File: src/pwm_frequency_duty_meter_top_defines.svh
// assertion macros for the pulse meter top level
// no dependencies; sampled on clock, disabled during reset
`ifndef PWM_FREQUENCY_DUTY_METER_TOP_DEFINES_SVH
`define PWM_FREQUENCY_DUTY_METER_TOP_DEFINES_SVH

// same-cycle implication
`define PFDM_ASSERT_IMPLY(lbl, ante, cons, msg) \
   lbl: assert property (@(posedge clock) disable iff (reset) (ante) |-> (cons)) \
      else $error(msg);

// next-cycle implication
`define PFDM_ASSERT_NEXT(lbl, ante, cons, msg) \
   lbl: assert property (@(posedge clock) disable iff (reset) (ante) |=> (cons)) \
      else $error(msg);

`endif

File: src/pfdm_pkg.sv
// shared constants and controller/datapath interface types for the pulse meter
// no dependencies
package pfdm_pkg;

   localparam int COUNTER_WIDTH_DEFAULT = 16;
   localparam int CLOCK_HZ_WIDTH        = 27;
   localparam logic [CLOCK_HZ_WIDTH-1:0] CLOCK_HZ_RESET = 27'd8000000;

   localparam int FREQ_WIDTH  = 26;
   localparam int DUTY_WIDTH  = 7;
   localparam int TICKS_WIDTH = 16;
   localparam logic [DUTY_WIDTH-1:0] PERCENT_SCALE = 7'd100;

   localparam int REQ_DATA_WIDTH = 8;
   localparam int RSP_DATA_WIDTH = 72;

   // controller to datapath
   typedef struct packed {
      logic step;           // input beat taken, update last level
      logic count_inc;
      logic count_clear;
      logic capture_rise;
      logic capture_fall;
      logic capture_end;    // second rising edge: latch period and high time
      logic start_freq;
      logic start_duty;
      logic load_result;
      logic oor;
   } dp_cmd_type;

   // datapath to controller
   typedef struct packed {
      logic rise;
      logic fall;
      logic cnt_max;
      logic period_zero;
      logic div_done;
      logic out_free;
   } dp_status_type;

endpackage

File: src/pfdm_divider.sv
// restoring divider, one quotient bit per cycle
// standalone; no package dependencies
module pfdm_divider #(
   parameter int DW = 27,
   parameter int VW = 16
) (
   input  logic          clock,
   input  logic          reset,
   input  logic          start,
   input  logic [DW-1:0] dividend,
   input  logic [VW-1:0] divisor,
   output logic          done,
   output logic [DW-1:0] quotient
);

   localparam int CNTW = $clog2(DW + 1);
   localparam logic [CNTW-1:0] ITERATIONS = CNTW'(DW);
   localparam logic [CNTW-1:0] LAST_STEP  = CNTW'(1);

   logic            busy_ff;
   logic            done_ff;
   logic [CNTW-1:0] cnt_ff;
   logic [DW-1:0]   q_ff;
   logic [VW-1:0]   rem_ff;
   logic [VW-1:0]   div_ff;

   logic [VW:0]     shifted;
   logic [VW:0]     diff;
   logic            ge;

   assign shifted = {rem_ff, q_ff[DW-1]};
   assign diff    = shifted - {1'b0, div_ff};
   assign ge      = shifted >= {1'b0, div_ff};

   always_ff @(posedge clock) begin
      if (reset) begin
         busy_ff <= 1'b0;
         done_ff <= 1'b0;
         cnt_ff  <= '0;
      end else begin
         done_ff <= 1'b0;
         if (start) begin
            busy_ff <= 1'b1;
            cnt_ff  <= ITERATIONS;
         end else if (busy_ff) begin
            cnt_ff <= cnt_ff - LAST_STEP;
            if (cnt_ff == LAST_STEP) begin
               busy_ff <= 1'b0;
               done_ff <= 1'b1;
            end
         end
      end
   end

   always_ff @(posedge clock) begin
      if (start) begin
         q_ff   <= dividend;
         rem_ff <= '0;
         div_ff <= divisor;
      end else if (busy_ff) begin
         q_ff   <= {q_ff[DW-2:0], ge};
         // remainder stays below the divisor, so the low bits suffice
         rem_ff <= ge ? diff[VW-1:0] : shifted[VW-1:0];
      end
   end

   assign done     = done_ff;
   assign quotient = q_ff;

endmodule

File: src/pfdm_datapath.sv
// edge detect, elapsed-tick counter, capture registers, divider and result register
// depends on pfdm_pkg and pfdm_divider
module pfdm_datapath #(
   parameter int COUNTER_WIDTH = pfdm_pkg::COUNTER_WIDTH_DEFAULT
) (
   input  logic                                  clock,
   input  logic                                  reset,
   input  pfdm_pkg::dp_cmd_type                  cmd,
   output pfdm_pkg::dp_status_type               status,
   input  logic                                  signal_level,
   input  logic [pfdm_pkg::CLOCK_HZ_WIDTH-1:0]   clock_hz,
   input  logic                                  rsp_tready,
   output logic                                  rsp_tvalid,
   output logic [pfdm_pkg::FREQ_WIDTH-1:0]       frequency_hz,
   output logic [pfdm_pkg::DUTY_WIDTH-1:0]       duty_percent,
   output logic [pfdm_pkg::TICKS_WIDTH-1:0]      high_ticks,
   output logic [pfdm_pkg::TICKS_WIDTH-1:0]      period_ticks,
   output logic                                  out_of_range
);
   import pfdm_pkg::*;

   localparam int CW = COUNTER_WIDTH;
   localparam int HW = CW + DUTY_WIDTH;
   localparam int DW = (CLOCK_HZ_WIDTH > HW) ? CLOCK_HZ_WIDTH : HW;
   localparam int XW = (CW > TICKS_WIDTH) ? CW : TICKS_WIDTH;

   logic                  last_level_ff;
   logic [CW-1:0]         cnt_ff;
   logic [CW-1:0]         rise_ff;
   logic [CW-1:0]         fall_ff;
   logic [CW-1:0]         period_ff;
   logic [CW-1:0]         high_ff;
   logic [HW-1:0]         high100_ff;
   logic [FREQ_WIDTH-1:0] freq_ff;

   logic                   rsp_valid_ff;
   logic [FREQ_WIDTH-1:0]  rsp_freq_ff;
   logic [DUTY_WIDTH-1:0]  rsp_duty_ff;
   logic [TICKS_WIDTH-1:0] rsp_high_ff;
   logic [TICKS_WIDTH-1:0] rsp_period_ff;
   logic                   rsp_oor_ff;

   logic [CW-1:0] high_diff;
   logic [XW-1:0] high_x;
   logic [XW-1:0] period_x;
   logic          div_start;
   logic [DW-1:0] div_dividend;
   logic          div_done;
   logic [DW-1:0] div_quotient;

   assign high_diff = fall_ff - rise_ff;
   assign high_x    = XW'(high_ff);
   assign period_x  = XW'(period_ff);

   assign status.rise        = signal_level & ~last_level_ff;
   assign status.fall        = ~signal_level & last_level_ff;
   assign status.cnt_max     = &cnt_ff;
   assign status.period_zero = (cnt_ff == rise_ff);
   assign status.div_done    = div_done;
   assign status.out_free    = ~rsp_valid_ff | rsp_tready;

   always_ff @(posedge clock) begin
      if (reset) begin
         last_level_ff <= 1'b0;
         cnt_ff        <= '0;
      end else begin
         if (cmd.step) begin
            last_level_ff <= signal_level;
         end
         if (cmd.count_clear || cmd.capture_end) begin
            cnt_ff <= '0;
         end else if (cmd.count_inc) begin
            cnt_ff <= cnt_ff + CW'(1);
         end
      end
   end

   always_ff @(posedge clock) begin
      if (cmd.capture_rise) begin
         rise_ff <= cnt_ff;
      end
      if (cmd.capture_fall) begin
         fall_ff <= cnt_ff;
      end
      if (cmd.capture_end) begin
         period_ff  <= cnt_ff - rise_ff;
         high_ff    <= high_diff;
         high100_ff <= HW'(high_diff) * HW'(PERCENT_SCALE);
      end
      if (cmd.start_duty) begin
         freq_ff <= div_quotient[FREQ_WIDTH-1:0];
      end
   end

   assign div_start    = cmd.start_freq | cmd.start_duty;
   assign div_dividend = cmd.start_freq ? DW'(clock_hz) : DW'(high100_ff);

   pfdm_divider #(
      .DW (DW),
      .VW (CW)
   ) u_divider (
      .clock    (clock),
      .reset    (reset),
      .start    (div_start),
      .dividend (div_dividend),
      .divisor  (period_ff),
      .done     (div_done),
      .quotient (div_quotient)
   );

   always_ff @(posedge clock) begin
      if (reset) begin
         rsp_valid_ff <= 1'b0;
      end else if (cmd.load_result) begin
         rsp_valid_ff <= 1'b1;
      end else if (rsp_tready) begin
         rsp_valid_ff <= 1'b0;
      end
   end

   always_ff @(posedge clock) begin
      if (cmd.load_result) begin
         rsp_oor_ff <= cmd.oor;
         if (cmd.oor) begin
            rsp_freq_ff   <= '0;
            rsp_duty_ff   <= '0;
            rsp_high_ff   <= '0;
            rsp_period_ff <= '0;
         end else begin
            rsp_freq_ff   <= freq_ff;
            rsp_duty_ff   <= div_quotient[DUTY_WIDTH-1:0];
            rsp_high_ff   <= high_x[TICKS_WIDTH-1:0];
            rsp_period_ff <= period_x[TICKS_WIDTH-1:0];
         end
      end
   end

   assign rsp_tvalid   = rsp_valid_ff;
   assign frequency_hz = rsp_freq_ff;
   assign duty_percent = rsp_duty_ff;
   assign high_ticks   = rsp_high_ff;
   assign period_ticks = rsp_period_ff;
   assign out_of_range = rsp_oor_ff;

endmodule

File: src/pfdm_ctrl.sv
// measurement sequencer: edge phases, wrap tracking and divide scheduling
// depends on pfdm_pkg
module pfdm_ctrl (
   input  logic                    clock,
   input  logic                    reset,
   input  logic                    req_tvalid,
   output logic                    req_tready,
   input  pfdm_pkg::dp_status_type status,
   output pfdm_pkg::dp_cmd_type    cmd
);
   import pfdm_pkg::*;

   typedef enum logic [2:0] {
      ST_RISE1,
      ST_FALL,
      ST_RISE2,
      ST_REARM,
      ST_FREQ_START,
      ST_FREQ_WAIT,
      ST_DUTY_WAIT,
      ST_LOAD
   } state_type;

   state_type state_ff, state_in;
   logic      wrapped_ff, wrapped_in;
   logic      beat;

   always_comb begin
      req_tready = (state_ff == ST_RISE1) || (state_ff == ST_FALL) ||
                   (state_ff == ST_RISE2) || (state_ff == ST_REARM);
   end

   assign beat = req_tvalid & req_tready;

   always_comb begin
      cmd        = '0;
      state_in   = state_ff;
      wrapped_in = wrapped_ff;
      case (state_ff)
         ST_RISE1: begin
            if (beat) begin
               cmd.step      = 1'b1;
               cmd.count_inc = 1'b1;
               wrapped_in    = 1'b0;
               if (status.rise) begin
                  cmd.capture_rise = 1'b1;
                  state_in         = ST_FALL;
                  // wrap on the capture tick already counts
                  wrapped_in       = status.cnt_max;
               end
            end
         end
         ST_FALL: begin
            if (beat) begin
               cmd.step      = 1'b1;
               cmd.count_inc = 1'b1;
               if (status.fall) begin
                  cmd.capture_fall = 1'b1;
                  state_in         = ST_RISE2;
               end
               if (status.cnt_max) begin
                  wrapped_in = 1'b1;
               end
            end
         end
         ST_RISE2: begin
            if (beat) begin
               cmd.step = 1'b1;
               if (status.rise) begin
                  cmd.capture_end = 1'b1;
                  if (wrapped_ff || status.period_zero) begin
                     wrapped_in = 1'b1;
                     state_in   = ST_LOAD;
                  end else begin
                     state_in = ST_FREQ_START;
                  end
               end else begin
                  cmd.count_inc = 1'b1;
                  if (status.cnt_max) begin
                     wrapped_in = 1'b1;
                  end
               end
            end
         end
         ST_REARM: begin
            // this beat refreshes the last level and clears the tick counter
            if (beat) begin
               cmd.step        = 1'b1;
               cmd.count_clear = 1'b1;
               state_in        = ST_RISE1;
            end
         end
         ST_FREQ_START: begin
            cmd.start_freq = 1'b1;
            state_in       = ST_FREQ_WAIT;
         end
         ST_FREQ_WAIT: begin
            if (status.div_done) begin
               cmd.start_duty = 1'b1;
               state_in       = ST_DUTY_WAIT;
            end
         end
         ST_DUTY_WAIT: begin
            if (status.div_done) begin
               state_in = ST_LOAD;
            end
         end
         ST_LOAD: begin
            if (status.out_free) begin
               cmd.load_result = 1'b1;
               cmd.oor         = wrapped_ff;
               state_in        = ST_REARM;
            end
         end
         default: begin
            state_in = ST_RISE1;
         end
      endcase
   end

   always_ff @(posedge clock) begin
      if (reset) begin
         state_ff   <= ST_RISE1;
         wrapped_ff <= 1'b0;
      end else begin
         state_ff   <= state_in;
         wrapped_ff <= wrapped_in;
      end
   end

endmodule

File: src/pwm_frequency_duty_meter_top.sv
// pulse frequency and duty meter: one level sample per req beat, one beat per cycle while
// measuring. the beat on the closing rising edge stalls req for the two divides on the
// shared restoring divider (DIV_WIDTH = max(27, COUNTER_WIDTH + 7)), frequency first and
// then duty, and for the load of the result, which waits until rsp is free;
// out-of-range results skip the divides and go to the load. synchronous active-high reset
// re-arms the measurement and sets clock_hz to 8000000; there is no clearing pass.
`include "pwm_frequency_duty_meter_top_defines.svh"

module pwm_frequency_duty_meter_top #(
   parameter int COUNTER_WIDTH = pfdm_pkg::COUNTER_WIDTH_DEFAULT
) (
   input  logic                                 clock,
   input  logic                                 reset,
   input  logic                                 csr_valid,
   output logic                                 csr_ready,
   input  logic [pfdm_pkg::CLOCK_HZ_WIDTH-1:0]  csr_data,    // clock_hz
   input  logic                                 req_tvalid,
   output logic                                 req_tready,
   input  logic [pfdm_pkg::REQ_DATA_WIDTH-1:0]  req_tdata,   // [0] signal_level, rest zero
   output logic                                 rsp_tvalid,
   input  logic                                 rsp_tready,
   // [25:0] frequency_hz, [32:26] duty_percent, [48:33] high_ticks,
   // [64:49] period_ticks, [71:65] zero
   output logic [pfdm_pkg::RSP_DATA_WIDTH-1:0]  rsp_tdata,
   output logic                                 rsp_tuser    // [0] out_of_range
);
   import pfdm_pkg::*;

   localparam int RSP_PAD_WIDTH =
      RSP_DATA_WIDTH - FREQ_WIDTH - DUTY_WIDTH - 2 * TICKS_WIDTH;

   logic [CLOCK_HZ_WIDTH-1:0] clock_hz_ff;
   dp_cmd_type                cmd;
   dp_status_type             status;
   logic [FREQ_WIDTH-1:0]     frequency_hz;
   logic [DUTY_WIDTH-1:0]     duty_percent;
   logic [TICKS_WIDTH-1:0]    high_ticks;
   logic [TICKS_WIDTH-1:0]    period_ticks;
   logic                      out_of_range;

   assign csr_ready = 1'b1;

   always_ff @(posedge clock) begin
      if (reset) begin
         clock_hz_ff <= CLOCK_HZ_RESET;
      end else if (csr_valid && csr_ready) begin
         clock_hz_ff <= csr_data;
      end
   end

   pfdm_ctrl u_ctrl (
      .clock      (clock),
      .reset      (reset),
      .req_tvalid (req_tvalid),
      .req_tready (req_tready),
      .status     (status),
      .cmd        (cmd)
   );

   pfdm_datapath #(
      .COUNTER_WIDTH (COUNTER_WIDTH)
   ) u_datapath (
      .clock        (clock),
      .reset        (reset),
      .cmd          (cmd),
      .status       (status),
      .signal_level (req_tdata[0]),
      .clock_hz     (clock_hz_ff),
      .rsp_tready   (rsp_tready),
      .rsp_tvalid   (rsp_tvalid),
      .frequency_hz (frequency_hz),
      .duty_percent (duty_percent),
      .high_ticks   (high_ticks),
      .period_ticks (period_ticks),
      .out_of_range (out_of_range)
   );

   assign rsp_tdata = {{RSP_PAD_WIDTH{1'b0}}, period_ticks, high_ticks, duty_percent,
                       frequency_hz};
   assign rsp_tuser = out_of_range;

   // out-of-range beats carry no measurement
   `PFDM_ASSERT_IMPLY(a_oor_zero, rsp_tvalid && rsp_tuser, rsp_tdata == '0, "oor beat has data")
   // the divider only finishes while input is stalled
   `PFDM_ASSERT_IMPLY(a_div_stall, status.div_done, !req_tready, "divide done while accepting")
   // a loaded result is offered on the next cycle
   `PFDM_ASSERT_NEXT(a_load_valid, cmd.load_result, rsp_tvalid, "loaded result not offered")
   // a new result only appears after a stall on the input side
   `PFDM_ASSERT_IMPLY(a_rsp_after_stall, $rose(rsp_tvalid), !$past(req_tready), "rsp without stall")

endmodule

File: config.mk
export PLATFORM = sky130hd
export DESIGN_NAME = pwm_frequency_duty_meter_top
export DESIGN_NICKNAME = d
export VERILOG_FILES = /design/src/pfdm_pkg.sv /design/src/pfdm_divider.sv /design/src/pfdm_datapath.sv /design/src/pfdm_ctrl.sv /design/src/pwm_frequency_duty_meter_top.sv
export VERILOG_INCLUDE_DIRS = /design/src /design/src/src
export SDC_FILE = /design/constraint.sdc
export NUM_CORES = 1
export LEC_CHECK = 0
export BUFFER_PORTS_ARGS = -buffer_cell sky130_fd_sc_hd__clkbuf_2
export CAP_MARGIN = 10
export CORE_MARGIN = 3
export CORE_UTILIZATION = 45
export CTS_BUF_LIST = sky130_fd_sc_hd__clkbuf_4 sky130_fd_sc_hd__clkbuf_8
export CTS_CLUSTER_DIAMETER = 40
export DETAILED_ROUTE_END_ITERATION = 10
export GPL_ROUTABILITY_DRIVEN = 0
export PLACE_DENSITY = 0.75
export SLEW_MARGIN = 0
export SYNTH_ARGS = -nofsm -noshare
export SYNTH_HDL_FRONTEND = slang
export SYNTH_HIERARCHICAL = 1
export SYNTH_SLANG_ARGS = --single-unit
File: constraint.sdc
create_clock -name clock -period 6.3 [get_ports clock]
set_input_delay 1.26 -clock clock [delete_from_list [all_inputs] [get_ports clock]]
set_output_delay 1.26 -clock clock [all_outputs]
set_load 0.01 [all_outputs]
==> impl_metrics.yaml, run 1 <==
worst_setup_path:
  slowest_stage: "fa_1"
  startpoint: "u_datapath/rise_ff[0]"
  reg2reg_depth: 20
  worstReg2RegStart: "u_datapath/rise_ff[0]"
  path_common_cell: "ha_1"
  worstSetupEndpoint: "u_datapath/high100_ff[20]"
  path_depth: 20
  timing.rr.end: "u_datapath/high100_ff[20]"
  rrSetupSlack_ps: 1020
  cpPeakStageDelay_ps: 490
  crit_type: "flop to flop"
  path_cells: "ha_1, fa_1, nand2b_1, a21oi_1, o21ai_0, a21boi_2, mux2i_1, or2_2, ha_1, ha_1, inv_1, fa_1, inv_1, ha_1, a21oi_1, o21ai_0, a211oi_2, o31ai_1, a21oi_1, xnor2_1"
  cp-end-kind: "flop"
  crit_family: "adder cells"
  arrival_ps: 5580
  start_kind: "flop"
  crit_fanout: 6
  path_buf_inv: 2
  cp.required_ps: 6600
yosys:
  syn_inst: 1235
  async_flop_share_pct: 0
  netlist.area_leader.share_pct: 44.1
  postSynthAreaPerCell_um2: 12.0
  synth_edf_count: 217
  synthTopCellsByCount: "edfxtp_1 (217), ha_1 (102), nor2_1 (92)"
  synth_seq_area_share_pct: 53.8
  synth_top_area_cell: "edfxtp_1"
  synth_cell_types: 84
  synth_ff_type: "edfxtp_1"
  synthesis.area_um2: 14800
  ys_ff_latch: 289
  yosysMostFrequentCell: "edfxtp_1"
  yosysWarnings: 6
  synth_area_leaders: "edfxtp_1 (44%), dfxtp_1 (9.7%), ha_1 (8.6%)"
cells_and_area:
  layout.cell_area.non_filler_um2: 16600
  multi_input_area_um2: 6280
  n_fill_cell: 2674
  final_layout_size_suffix_gt1_share_pct: 19.5
  stdcell_count: 1822
  final_nets: 1508
  area_delta_synth_final_pct: 12.2
  seq_area_um2: 7960
  diodes: 0
placement:
  io_buffers: 100
  dp.cells: 1738
  hpwlAfterDp_mm: 20.3
  place_ws_ps: 1100
  placed_area_um2: 15700
die:
  rows: 65
  ioPinCount: 116
  start_util_pct: 46.3
  die_area_um2: 35100
  die_y_um: 187
  coreArea_um2: 32000
  die_w_um: 187
clocking:
  cts_tree: "done"
  clock-sinks: 289
  postCtsSetupBuffers: 0
  cts_made_buffers: 46
  cts-root-buf: "clkbuf_8"
  hold_buffers: 0
  htree_num_levels: 2
  path_clk_slew_ps: 70
  insertion_delay_ps: 570
  ctsResizeCount: 0
  cts_buffer_depth: 3
power_and_ir_drop:
  p_leak_uw: 0.00673
  power.total_uw: 4850
  powerDensity_nw_per_um2: 292
  vdd_drop_max_mv: 0.153
sta:
  min_period_ps: 5280
  setup_viol: 0
  worst_pin_slew_ps: 1110
  rsz0062_at_grt: "no"
  tns_ps: 0
  slew_headroom_pct: 26.1
  setup_ws_ps: 1020
  finClkSkew_ps: 27.7
  finalCritPeriodShare_pct: 83.8
  drv_slew: 0
  hold_viol: 0
  fmax_mhz: 189
detailed_routing:
  drt_iter0_markers: 711
  drc: 0
  wire_per_inst_um: 15.7
  vias: 9533
  antenna_left: 0
  vias_per_cell: 5.23
  firstDrtPassIters: 7
  drt_wl_total_mm: 28.6
run:
  cap_violations: 0
grt:
  grt_max_degree: 68
  grt-ovfl-total: 0
  grt_pass1_vias: 9351
  grt_pass1_wl_mm: 46.7
  antenna_found_initial: 0
  grt_use_total_pct: 16.0
outcome:
  status: "finished clean"
hold_path:
  hold_class: "flop to flop"
==> metrics by stage <==
| stage | hold WS [ps] | util, % |
|---|---|---|
| after CTS | 443 | 51.9 |
| after floorplan | 418 | - |
| after global routing | 462 | 51.9 |
| final | 440 | 51.9 |
| after global placement | 427 | 49.0 |
| after detailed placement | 430 | 49.0 |
==> placed cells by master, fill, tap and decap left out, types with 7 or more instances in the layout <==
| master | n |
|---|---|
| a211o_1 | 7 |
| mux2_2 | 48 |
| o21a_1 | 11 |
| dfxtp_1 | 72 |
| a21oi_1 | 59 |
| clkbuf_4 | 17 |
| nor2_1 | 90 |
| edfxtp_1 | 217 |
| nor2b_1 | 78 |
| a211oi_1 | 9 |
| xnor2_1 | 30 |
| inv_1 | 90 |
| conb_1 | 8 |
| nor3_1 | 11 |
| clkbuf_2 | 100 |
| nand3_1 | 17 |
| clkbuf_8 | 48 |
| and2_1 | 9 |
| o21ai_0 | 32 |
| nand4_1 | 9 |
| nand2b_1 | 10 |
| nand2_1 | 62 |
| a21o_1 | 11 |
| mux2i_1 | 35 |
| xor2_1 | 36 |
| and3_1 | 12 |
| buf_4 | 7 |
| fa_1 | 14 |
| ha_1 | 102 |
| o21ai_1 | 10 |
==> how the worst min path moves through the flow <==
| stage | slack [ps] | cells after the start | start | endpoint |
|---|---|---|---|---|
| 5_1_grt | 460 | 0 | u_datapath/u_divider/quotient[17] | u_datapath/freq_ff[17] |
| 3_3_place_gp | 430 | 0 | u_datapath/period_ff[1] | u_datapath/u_divider/div_ff[1] |
| 2_1_floorplan | 420 | 0 | u_datapath/period_ff[0] | u_datapath/u_divider/div_ff[0] |
| 3_5_place_dp | 430 | 0 | u_datapath/period_ff[0] | u_datapath/u_divider/div_ff[0] |
| 4_1_cts | 440 | 0 | u_datapath/period_ff[0] | u_datapath/u_divider/div_ff[0] |
| 6_report | 440 | 0 | u_datapath/u_divider/quotient[8] | u_datapath/freq_ff[8] |
==> layer usage <==
layer	global-route usage (%)	vias up	share of wire, %
met5	0	-	0
met2	27.2	224	48
met4	4.89	0	2.1
li1	-	4660	-
met1	20.8	4600	45
met3	2.81	49	5.3
==> cell families after synthesis <==
| logic type | share of synthesized area (%) |
|---|---|
| fa+ha+maj | 10.5 |
| mux | 6.02 |
| other cells | 0.0508 |
| buf+inv | 4.04 |
| xor+xnor | 3.91 |
| simple gates | 12.0 |
| compound gates | 9.63 |
| flops | 53.8 |
==> registers in the layout (all words and copies together), names as in the netlist, 18 cells and up, named ones only <==
signal                         cells
clock_hz_ff                       27
u_datapath/freq_ff                26
u_datapath/frequency_hz           26
u_datapath/high100_ff             18
u_datapath/u_divider/quotient     27
==> cell type report <==
type,instances,area share (%)
timing repair buffer,108,3.40
sequential,289,48.0
clock buffer,65,4.75
inverter,90,2.04
multi-input combinational,817,37.9
tap,435,3.28
clock inverter,18,0.701
==> power breakdown <==
part           switching (uW)  total (uW)  internal (uW)
Combinational             631        1100            469
Sequential               60.2        2190           2130
Clock                     732        1550            820
Total                    1420        4850           3420
No activity file was read; power rests on OpenSTA's default activity.
==> run 2: changes to the inputs <==
- ABC_AREA: default -> 1
- PLACE_DENSITY: 0.75 -> 0.77
- clock period: 6.3 -> 4.7 ns (I/O delays scaled with it)
==> run 2 against run 1 <==
  * Clock skew grew 3.9 ps
  * Highest routed layer unchanged
  * Cell count grew 40%
  * Total power grew 50%
  * Register-to-register slack lost 630 ps
  * Critical path type unchanged
  * Cell area grew 9.1%
==> impl_metrics.yaml, run 2 <==
worst_setup_path:
  timing.rr.end: "u_datapath/high100_ff[21]"
  crit_type: "flop to flop"
  start_kind: "flop"
  path_cells: "ha_1, fa_1, inv_1, nand4_1, nand2_1, xor2_1, ha_1, ha_1, inv_1, fa_1, inv_1, ha_1, nand2_1, inv_1, a21oi_1, nand2_1, nand2_1, nand2_1, nand2_1, nand2_1"
  crit_family: "adder cells"
  startpoint: "u_datapath/rise_ff[0]"
  crit_fanout: 4
  worstSetupEndpoint: "u_datapath/high100_ff[21]"
  path_buf_inv: 4
  cpPeakStageDelay_ps: 490
  path_depth: 20
  path_common_cell: "nand2_1"
  arrival_ps: 4660
  cp.required_ps: 5050
  cp-end-kind: "flop"
  worstReg2RegStart: "u_datapath/rise_ff[0]"
  reg2reg_depth: 20
  rrSetupSlack_ps: 390
  slowest_stage: "fa_1"
yosys:
  yosysWarnings: 6
  ys_ff_latch: 289
  syn_inst: 1932
  postSynthAreaPerCell_um2: 8.38
  async_flop_share_pct: 0
  synth_top_area_cell: "edfxtp_1"
  synth_ff_type: "edfxtp_1"
  synth_edf_count: 217
  synthTopCellsByCount: "nand2_1 (621), inv_1 (359), edfxtp_1 (217)"
  synthesis.area_um2: 16200
  yosysMostFrequentCell: "nand2_1"
  synth_seq_area_share_pct: 49.2
  netlist.area_leader.share_pct: 40.3
  synth_cell_types: 51
  synth_area_leaders: "edfxtp_1 (40%), nand2_1 (14%), dfxtp_1 (8.9%)"
clocking:
  cts_buffer_depth: 3
  ctsResizeCount: 0
  htree_num_levels: 2
  cts_tree: "done"
  postCtsSetupBuffers: 0
  hold_buffers: 0
  path_clk_slew_ps: 70
  insertion_delay_ps: 590
  clock-sinks: 289
  cts-root-buf: "clkbuf_8"
  cts_made_buffers: 47
grt:
  antenna_found_initial: 0
  grt-ovfl-total: 0
  grt_pass1_wl_mm: 54.8
  grt_max_degree: 51
  grt_use_total_pct: 17.0
  grt_pass1_vias: 11800
cells_and_area:
  final_layout_size_suffix_gt1_share_pct: 12.5
  diodes: 0
  final_nets: 2213
  stdcell_count: 2551
  n_fill_cell: 3172
  layout_common_cells: "nand2_1 (620), inv_1 (359), edfxtp_1 (217)"
  area_delta_synth_final_pct: 11.8
  final_common_cell: "nand2_1"
  postLayoutCoreUtil_pct: 51.7
sta:
  finClkSkew_ps: 31.6
  finalCritPeriodShare_pct: 91.8
  setup_viol: 0
  hold_viol: 0
  worst_pin_slew_ps: 937
  slew_headroom_pct: 37.5
  min_period_ps: 4310
  rsz0062_at_grt: "no"
  fmax_mhz: 232
  tns_ps: 0
  drv_slew: 0
detailed_routing:
  antenna_left: 0
  wire_per_inst_um: 12.8
  wl_met3_mm: 1.68
  met2WireLength_mm: 16.0
  vias: 12200
  drc: 0
  top_layer: "met4"
  wl_met1_mm: 13.9
  firstDrtPassIters: 6
  drt_iter0_markers: 795
  vias_per_cell: 4.80
  drt_wl_total_mm: 32.6
power_and_ir_drop:
  clkPwrFrac_pct: 30.2
  p_leak_uw: 0.00914
  switching_share_pct: 33.0
  powerDensity_nw_per_um2: 403
  vdd_drop_max_mv: 0.247
  internal-power_uw: 4890
  seqPwrFrac_pct: 41.8
  p_comb_share_pct: 28.0
  power.switching_uw: 2400
die:
  die_area_um2: 38300
  coreArea_um2: 35000
  rows: 68
  die_y_um: 196
  ioPinCount: 116
  die_w_um: 196
  start_util_pct: 46.3
outcome:
  status: "finished clean"
placement:
  hpwlAfterDp_mm: 24.1
  dp.cells: 2463
  io_buffers: 100
run:
  cap_violations: 0
hold_path:
  hold_class: "flop to flop"
run 2: routing by layer:
layer  track usage, %  vias up
li1                 -     6291
met1             20.8     5591
met2             29.9      295
met3             3.01       69
met4             6.79        0
met5                0        -
run 2: worst min path at each step:
stage	depth (start not counted)	start	slack [ps]	end
after floorplan	0	u_datapath/period_ff[0]	430	u_datapath/u_divider/div_ff[0]
after global placement	0	u_datapath/u_divider/quotient[18]	430	u_datapath/freq_ff[18]
after detailed placement	0	u_datapath/period_ff[6]	430	u_datapath/u_divider/div_ff[6]
after CTS	0	u_datapath/period_ff[8]	450	u_datapath/u_divider/div_ff[8]
after global routing	0	u_datapath/period_ff[13]	460	u_datapath/u_divider/div_ff[13]
final	0	u_datapath/period_ff[12]	450	u_datapath/u_divider/div_ff[12]
run 2: cells by family (layout without fill, tap and decap cells):
logic type	count (synthesis)	in the layout	synth area share [%]
adder cells (fa/ha/maj)	116	116	9.62
AO/OA/AOI/OAI	78	78	2.70
other	2	8	0.0464
buffers and inverters	412	570	10.3
AND/OR/NAND/NOR	1005	1005	26.5
XOR/XNOR	30	30	1.67
flip-flops	289	289	49.2
run 2: power by group through the flow:
stage	combinational (uW)	clock [uW]	sequential, uW
floorplan	1610	0	3070
detailed placement	2010	0	3100
global route	2390	2370	3060
global placement	1950	0	3100
finish	2040	2200	3050
CTS	2040	2270	3050
run 2: through the flow:
step / setup WS [ps] / hold slack (ps) / total power [uW] / instance area, um^2
3_5_place_dp: 377 / 435 / 5120 / 17100
6_report: 388 / 448 / 7290 / 18100
3_3_place_gp: 481 / 435 / 5050 / 17100
2_1_floorplan: 332 / 426 / 4680 / 16200
4_1_cts: 375 / 448 / 7360 / 18100
5_1_grt: 21.6 / 458 / 7830 / 18100
run 2: layout make-up:
class                           instances  area (um^2)  share of cell area [%]
Sequential cell                       289         7960                    44.0
Clock buffer                           62          791                    4.37
Multi-Input combinational cell       1237         6610                    36.5
Tap cell                              455          569                    3.15
Clock inverter                         26          180                   0.996
Timing Repair Buffer                  113          598                    3.31
Inverter                              369         1390                    7.68
run 2: worst reg2reg max path, cell delays in order, from the launching register on:
cell,delay (ps)
edfxtp_1,420
ha_1,250
fa_1,400
inv_1,90
nand4_1,90
nand2_1,150
xor2_1,430
ha_1,340
ha_1,290
inv_1,50
fa_1,490
inv_1,40
ha_1,340
nand2_1,130
inv_1,50
a21oi_1,150
nand2_1,130
nand2_1,100
nand2_1,60
nand2_1,60
nand2_1,40
